$ cat src/design/tufr_pkg.sv
// shared constants and types for the table update frame receiver
package tufr_pkg;

   localparam int unsigned PLUGIN_RECORD_BYTES = 16;
   localparam int unsigned LINK_RECORD_BYTES   = 16;
   localparam int unsigned PLUGIN_COUNT        = 16;
   localparam int unsigned LINK_COUNT          = 16;

   localparam int unsigned PLUGIN_TABLE_BYTES = PLUGIN_COUNT * PLUGIN_RECORD_BYTES;
   localparam int unsigned LINK_TABLE_BYTES   = LINK_COUNT * LINK_RECORD_BYTES;
   localparam int unsigned DUMP_BYTES         = PLUGIN_TABLE_BYTES + LINK_TABLE_BYTES;

   localparam int unsigned STAGE_DEPTH = (PLUGIN_RECORD_BYTES > LINK_RECORD_BYTES) ?
                                         PLUGIN_RECORD_BYTES : LINK_RECORD_BYTES;
   localparam int unsigned STAGE_AW    = (STAGE_DEPTH > 1) ? $clog2(STAGE_DEPTH) : 1;

   localparam int unsigned POS_MAX = (DUMP_BYTES > STAGE_DEPTH + 2) ?
                                     DUMP_BYTES : STAGE_DEPTH + 2;
   localparam int unsigned POS_W   = $clog2(POS_MAX + 1);

   localparam int unsigned ADDR_W = 13;
   localparam int unsigned DATA_W = 24;

   localparam logic [7:0] CHAR_A = 8'h41;
   localparam logic [7:0] CHAR_P = 8'h50;
   localparam logic [7:0] CHAR_L = 8'h4C;

   typedef enum logic [3:0] {
      MODE_IDLE   = 4'b0001,
      MODE_DUMP   = 4'b0010,
      MODE_PLUGIN = 4'b0100,
      MODE_LINK   = 4'b1000
   } mode_type;

   typedef logic [1:0] kind_type;
   localparam kind_type KIND_WRITE  = 2'd0;
   localparam kind_type KIND_SAVE   = 2'd1;
   localparam kind_type KIND_REJECT = 2'd2;

   typedef enum logic [1:0] {
      SEQ_WAIT = 2'b01,
      SEQ_EMIT = 2'b10
   } seq_type;

   typedef struct packed {
      logic [7:0]        write_data;
      logic [ADDR_W-1:0] byte_address;
      logic              region;
      kind_type          kind;
   } rsp_type;

endpackage

$ cat src/design/table_update_frame_receiver_top.sv
// table update frame receiver: byte stream in, table write commands out
//
//  channel | dir | payload                                    | transaction
//  req_    | in  | tdata[7:0] rx_byte                         | one received byte
//  rsp_    | out | tdata kind,region,byte_address,write_data; | one table command
//          |     | tlast marks last result of a byte          |
//
// a matching checksum byte with an index inside the table sends one command per
// record byte through the output register, one per cycle while the output is
// not stalled, and no further byte is taken until the last command is loaded.
// the output register holds a result under back pressure and req_tready stays
// low until it can be reloaded. reset is synchronous and returns to idle.
module table_update_frame_receiver_top (
   input  logic                        clock,
   input  logic                        reset,
   input  logic                        req_tvalid,
   output logic                        req_tready,
   input  logic [7:0]                  req_tdata,   // [7:0] rx_byte
   output logic                        rsp_tvalid,
   input  logic                        rsp_tready,
   output logic [tufr_pkg::DATA_W-1:0] rsp_tdata,   // [1:0] kind, [2] region,
                                                    // [15:3] byte_address, [23:16] write_data
   output logic                        rsp_tlast
);
   import tufr_pkg::*;

   seq_type             seq_ff, seq_in;
   mode_type            mode_ff, mode_in;
   logic [7:0]          prev_ff, prev_in;
   logic [POS_W-1:0]    pos_ff, pos_in;
   logic [7:0]          index_ff, index_in;
   logic [7:0]          xor_ff, xor_in;
   logic [7:0]          stage_ff [STAGE_DEPTH];
   logic [STAGE_AW-1:0] idx_ff, idx_in;
   logic [ADDR_W-1:0]   addr_ff, addr_in;
   logic                emit_region_ff, emit_region_in;
   logic                rsp_valid_ff, rsp_valid_in;
   rsp_type             rsp_data_ff, rsp_data_in;
   logic                rsp_last_ff, rsp_last_in;

   logic                can_load;
   logic                accept;
   logic                region;
   logic [POS_W-1:0]    rbytes;
   logic [7:0]          count;
   logic                stage_we;
   logic [STAGE_AW-1:0] stage_slot;
   logic [STAGE_AW-1:0] emit_last_idx;
   logic [ADDR_W-1:0]   base;
   logic [POS_W-1:0]    pos_inc;

   assign can_load   = !rsp_valid_ff || rsp_tready;
   assign req_tready = (seq_ff == SEQ_WAIT) && can_load;
   assign accept     = req_tvalid && req_tready;

   assign rsp_tvalid = rsp_valid_ff;
   assign rsp_tdata  = rsp_data_ff;
   assign rsp_tlast  = rsp_last_ff;

   assign region  = (mode_ff == MODE_LINK);
   assign rbytes  = region ? POS_W'(LINK_RECORD_BYTES) : POS_W'(PLUGIN_RECORD_BYTES);
   assign count   = region ? 8'(LINK_COUNT) : 8'(PLUGIN_COUNT);
   assign pos_inc = pos_ff + POS_W'(1);
   assign stage_slot = STAGE_AW'(pos_ff - POS_W'(1));
   assign emit_last_idx = emit_region_ff ? STAGE_AW'(LINK_RECORD_BYTES - 1) :
                                           STAGE_AW'(PLUGIN_RECORD_BYTES - 1);

   // record base address; only used when the index is inside the table
   always_comb begin
      if (region) begin
         base = ADDR_W'({5'd0, index_ff} * ADDR_W'(LINK_RECORD_BYTES));
      end else begin
         base = ADDR_W'({5'd0, index_ff} * ADDR_W'(PLUGIN_RECORD_BYTES));
      end
   end

   always_comb begin
      seq_in         = seq_ff;
      mode_in        = mode_ff;
      prev_in        = prev_ff;
      pos_in         = pos_ff;
      index_in       = index_ff;
      xor_in         = xor_ff;
      idx_in         = idx_ff;
      addr_in        = addr_ff;
      emit_region_in = emit_region_ff;
      rsp_valid_in   = rsp_valid_ff && !rsp_tready;
      rsp_data_in    = rsp_data_ff;
      rsp_last_in    = rsp_last_ff;
      stage_we       = 1'b0;

      case (seq_ff)
         SEQ_WAIT: begin
            if (accept) begin
               prev_in = req_tdata;
               case (mode_ff)
                  MODE_IDLE: begin
                     if (req_tdata == prev_ff) begin
                        if (req_tdata == CHAR_A) begin
                           mode_in = MODE_DUMP;
                           pos_in  = '0;
                        end else if (req_tdata == CHAR_P) begin
                           mode_in = MODE_PLUGIN;
                           pos_in  = '0;
                        end else if (req_tdata == CHAR_L) begin
                           mode_in = MODE_LINK;
                           pos_in  = '0;
                        end
                     end
                  end
                  MODE_DUMP: begin
                     rsp_valid_in = 1'b1;
                     rsp_last_in  = 1'b1;
                     if (pos_ff < POS_W'(PLUGIN_TABLE_BYTES)) begin
                        rsp_data_in = '{write_data: req_tdata,
                                        byte_address: ADDR_W'(pos_ff),
                                        region: 1'b0, kind: KIND_WRITE};
                        pos_in = pos_inc;
                     end else if (pos_ff < POS_W'(DUMP_BYTES)) begin
                        rsp_data_in = '{write_data: req_tdata,
                                        byte_address:
                                           ADDR_W'(pos_ff - POS_W'(PLUGIN_TABLE_BYTES)),
                                        region: 1'b1, kind: KIND_WRITE};
                        pos_in = pos_inc;
                     end else begin
                        rsp_data_in = '{write_data: 8'd0, byte_address: '0,
                                        region: 1'b0, kind: KIND_SAVE};
                        pos_in  = '0;
                        mode_in = MODE_IDLE;
                     end
                  end
                  default: begin
                     // record frame: index, payload, checksum, closing byte
                     if (pos_ff == '0) begin
                        index_in = req_tdata;
                        xor_in   = req_tdata;
                        pos_in   = POS_W'(1);
                     end else if (pos_ff <= rbytes) begin
                        stage_we = 1'b1;
                        xor_in   = xor_ff ^ req_tdata;
                        pos_in   = pos_inc;
                     end else if (pos_ff == rbytes + POS_W'(1)) begin
                        pos_in = pos_inc;
                        if (xor_ff == req_tdata && index_ff < count) begin
                           seq_in         = SEQ_EMIT;
                           idx_in         = '0;
                           addr_in        = base;
                           emit_region_in = region;
                        end else begin
                           rsp_valid_in = 1'b1;
                           rsp_last_in  = 1'b1;
                           rsp_data_in  = '{write_data: 8'd0, byte_address: '0,
                                            region: region, kind: KIND_REJECT};
                        end
                     end else begin
                        pos_in  = '0;
                        mode_in = MODE_IDLE;
                     end
                  end
               endcase
            end
         end
         SEQ_EMIT: begin
            if (can_load) begin
               rsp_valid_in = 1'b1;
               rsp_last_in  = (idx_ff == emit_last_idx);
               rsp_data_in  = '{write_data: stage_ff[idx_ff], byte_address: addr_ff,
                                region: emit_region_ff, kind: KIND_WRITE};
               idx_in  = idx_ff + STAGE_AW'(1);
               addr_in = addr_ff + ADDR_W'(1);
               if (idx_ff == emit_last_idx) begin
                  seq_in = SEQ_WAIT;
               end
            end
         end
         default: begin
            seq_in = SEQ_WAIT;
         end
      endcase
   end

   always_ff @(posedge clock) begin
      if (reset) begin
         seq_ff       <= SEQ_WAIT;
         mode_ff      <= MODE_IDLE;
         prev_ff      <= '0;
         pos_ff       <= '0;
         index_ff     <= '0;
         xor_ff       <= '0;
         rsp_valid_ff <= 1'b0;
      end else begin
         seq_ff       <= seq_in;
         mode_ff      <= mode_in;
         prev_ff      <= prev_in;
         pos_ff       <= pos_in;
         index_ff     <= index_in;
         xor_ff       <= xor_in;
         rsp_valid_ff <= rsp_valid_in;
      end
   end

   always_ff @(posedge clock) begin
      idx_ff         <= idx_in;
      addr_ff        <= addr_in;
      emit_region_ff <= emit_region_in;
      rsp_data_ff    <= rsp_data_in;
      rsp_last_ff    <= rsp_last_in;
      if (stage_we) begin
         stage_ff[stage_slot] <= req_tdata;
      end
   end

endmodule

$ cat config.mk
export PLATFORM = sky130hd
export DESIGN_NAME = table_update_frame_receiver_top
export DESIGN_NICKNAME = d
export VERILOG_FILES = /design/src/design/tufr_pkg.sv /design/src/design/table_update_frame_receiver_top.sv
export SDC_FILE = /design/constraint.sdc
export NUM_CORES = 1
export LEC_CHECK = 0
export ABC_AREA = 1
export BUFFER_PORTS_ARGS = -buffer_cell sky130_fd_sc_hd__buf_2
export CORE_ASPECT_RATIO = 0.6
export CORE_MARGIN = 4
export CORE_UTILIZATION = 56
export DETAILED_ROUTE_END_ITERATION = 12
export MAX_ROUTING_LAYER = met4
export PLACE_DENSITY = 0.88
export RECOVER_POWER = 50
export SKIP_CTS_REPAIR_TIMING = 1
export SYNTH_ARGS = -nofsm -noshare
export SYNTH_HDL_FRONTEND = slang
export SYNTH_SLANG_ARGS = --single-unit
$ cat constraint.sdc
create_clock -name clock -period 3.7 [get_ports clock]
set_input_delay 0.185 -clock clock [delete_from_list [all_inputs] [get_ports clock]]
set_output_delay 0.185 -clock clock [all_outputs]
set_load 0.01 [all_outputs]
==> results.sh <==
export IMPL_min_from="req_tdata[6]"
export IMPL_ant_nets=0
export IMPL_clock_power_share=0.425
export IMPL_cts_tree="built"
export IMPL_rrSetupSlack_ns=0.52
export IMPL_status="finished, final reports clean"
export IMPL_io_buffers=38
export IMPL_drive_above_1_share=0.0704
export IMPL_synth_seq_area_share=0.627
export IMPL_skew_ns=0.0122
export IMPL_arrival_ns=3.31
export IMPL_switching_share=0.204
export IMPL_wl_per_cell_um=20.8
export IMPL_insertion_delay_ns=0.50
export IMPL_final_nets=988
export IMPL_yosys_register_bits=216
export IMPL_ir_worst_vdd_v=0.000299
export IMPL_final_area_sq_mm=0.0105
export IMPL_place_gp_congestion=1.01
export IMPL_synth_cells=933
export IMPL_dr_pass1_iters=6
export IMPL_seqCellArea_sq_mm=0.00604
export IMPL_rows=36
export IMPL_drc=0
export IMPL_layout_common_cells="edfxtp_1 (171), nor2_1 (136), nand2_1 (134)"
export IMPL_hpwlAfterDp_mm=17.0
export IMPL_max_clock_path_buffers=3
export IMPL_final_max_slew_viol_count=0
export IMPL_dpl_cell_area_sq_mm=0.0100
export IMPL_cts_clk_slew_worst_paths_ns=0.07
export IMPL_ys_flop_type="edfxtp_1"
export IMPL_synth_area_sq_mm=0.00962
export IMPL_synth_fp_nets=955
export IMPL_final_common_cell="edfxtp_1"
export IMPL_fillCellCount=1292
export IMPL_clock_root_buffer="clkbuf_16"
export IMPL_worst_path_max_fanout=18
export IMPL_drt_vias_per_instance=6.08
export IMPL_clock_fmax_ghz=0.315
export IMPL_overflow=0
export IMPL_maxCapViolations=0
export IMPL_min_path_type="input pin to flip-flop"
export IMPL_htree_levels=1
export IMPL_finalCritPeriodShare=0.858
export IMPL_holdWs_ns=0.101
export IMPL_drt_total_wl_mm=25.2
export IMPL_cp_start_kind="flip-flop"
export IMPL_grt_pass1_vias=6856
export IMPL_worstSetupPathType="flip-flop to flip-flop"
export IMPL_finalHoldViolCount=0
export IMPL_internal_power_mw=3.76
export IMPL_io_pins=39
export IMPL_cp_startpoint="seq_ff[1]"
export IMPL_grt_max_degree=65
export IMPL_r2r_cells=10
export IMPL_min_to="stage_ff[0][6]"
export IMPL_r2r_start="seq_ff[1]"
export IMPL_reg2reg_to="stage_ff[8][1]"
export IMPL_cts_made_buffers=20
export IMPL_syn_avg_cell_area_sq_um=10.3
export IMPL_leakage_nw=3.73
export IMPL_slew_headroom=0.140
export IMPL_fp_dieW_um=177
export IMPL_numClockSinks=216
export IMPL_synthArstFlopShare=0
export IMPL_rsz0062_at_grt="no"
export IMPL_p_comb_frac=0.021
export IMPL_p_seq_frac=0.554
export IMPL_multi_input_area_sq_mm=0.00306
export IMPL_area_delta_synth_final_pct=9.59
export IMPL_synth_cell_type_count=43
export IMPL_drt_iter0_drc=955
export IMPL_start_util=0.582
export IMPL_antenna_found_initial=1
export IMPL_yosys_warnings=0
export IMPL_p_sw_uw=963
export IMPL_required_ns=3.83
export IMPL_dieArea_sq_mm=0.0194
export IMPL_endpoint_kind="flip-flop"
export IMPL_finalSetupTns_ns=0
export IMPL_finalSetupViolCount=0
export IMPL_hold_path_depth=1
export IMPL_period_needed_ns=3.18
export IMPL_grt_first_pass_wirelength_mm=38.7
export IMPL_vias=7346
export IMPL_synth_edf_count=171
export IMPL_die_h_um=110
export IMPL_power_density_mw_per_mm2=448
export IMPL_fp_coreArea_sq_mm=0.0165
export IMPL_worst_slew_pin_transition_ns=1.29
export IMPL_track_usage=0.269
-- logic make-up after synthesis --
kind of cell | Yosys count | synth area share
and+or+nand+nor | 357 | 0.166
buffers and inverters | 119 | 0.0499
xor gates and xnor gates | 17 | 0.0155
AOI/OAI and AO/OA | 214 | 0.128
DFF | 216 | 0.627
adders and majority gates | 10 | 0.0130
-- sequential cells by signal (all words and copies together), names as in the netlist, named ones only --
register        flops
seq_ff              2
emit_region_ff      1
xor_ff              8
prev_ff             8
mode_ff             4
stage_ff          128
rsp_tlast           1
idx_ff              4
pos_ff             10
index_ff            8
rsp_tdata          24
rsp_tvalid          1
addr_ff            13
-- power groups by stage --
stage | sequential [mW] | combinational, mW | clock (mW)
finish | 2.62 | 0.100 | 2.01
global route | 2.62 | 0.108 | 2.12
CTS | 2.62 | 0.100 | 2.02
detailed placement | 2.67 | 0.0990 | 0
global placement | 2.67 | 0.0961 | 0
floorplan | 2.67 | 0.0403 | 0
-- worst max-delay path: stages (launching register included) --
cell and delay, ns:
dfxtp_1 0.33, inv_1 0.06, ha_1 0.19, inv_1 0.15
nor3_4 0.57, inv_1 0.26, nor2_1 0.14, inv_1 0.10
nor3_4 0.19, nand2_1 0.24, nor2_1 0.57
-- metal layers --
metal	GRT usage	part of all wire
met1	0.386	0.41
met2	0.354	0.40
met3	0.114	0.17
met4	0.0602	0.019
met5	-	0
-- stage by stage --
step	utilization	power (mW)	std cells	setup WS (ns)
6_report	0.638	4.73	1209	0.524
3_5_place_dp	0.605	2.77	1170	0.760
3_3_place_gp	0.605	2.76	1170	0.871
5_1_grt	0.638	4.84	1209	0.289
4_1_cts	0.643	4.73	1206	0.762
2_1_floorplan	-	2.71	933	0.245
-- cells in the mapped netlist (all sizes together) (8+ instances only) --
cell type / instances / area (sq um)
clkbuf: 31 / 116
a31oi: 9 / 56.3
nor2: 142 / 584
xor2: 11 / 96.3
nor3: 16 / 124
dfxtp: 45 / 901
a21oi: 41 / 213
o221ai: 26 / 228
nand4: 8 / 65.1
nand3: 44 / 243
buf: 9 / 61.3
inv: 78 / 298
edfxtp: 171 / 5130
o21ai: 124 / 624
nand2: 140 / 541
ha: 10 / 125
-- worst max path at each step --
stage | slack (ns) | to
final | 0.52 | stage_ff[8][1]
after CTS | 0.76 | stage_ff[7][5]
after global placement | 0.87 | stage_ff[8][5]
after global routing | 0.29 | stage_ff[7][3]
after floorplan | 0.25 | rsp_tdata[0]
after detailed placement | 0.76 | stage_ff[7][5]
-- final cells by class --
type,count,share of cell area
Clock inverter,8,0.00593
Multi-Input combinational cell,598,0.290
Sequential cell,216,0.573
Inverter,79,0.0287
Antenna cell,1,0.000237
Tap cell,228,0.0271
Timing Repair Buffer,51,0.0216
Clock buffer,28,0.0533
Power figures use the tool's default switching activity.
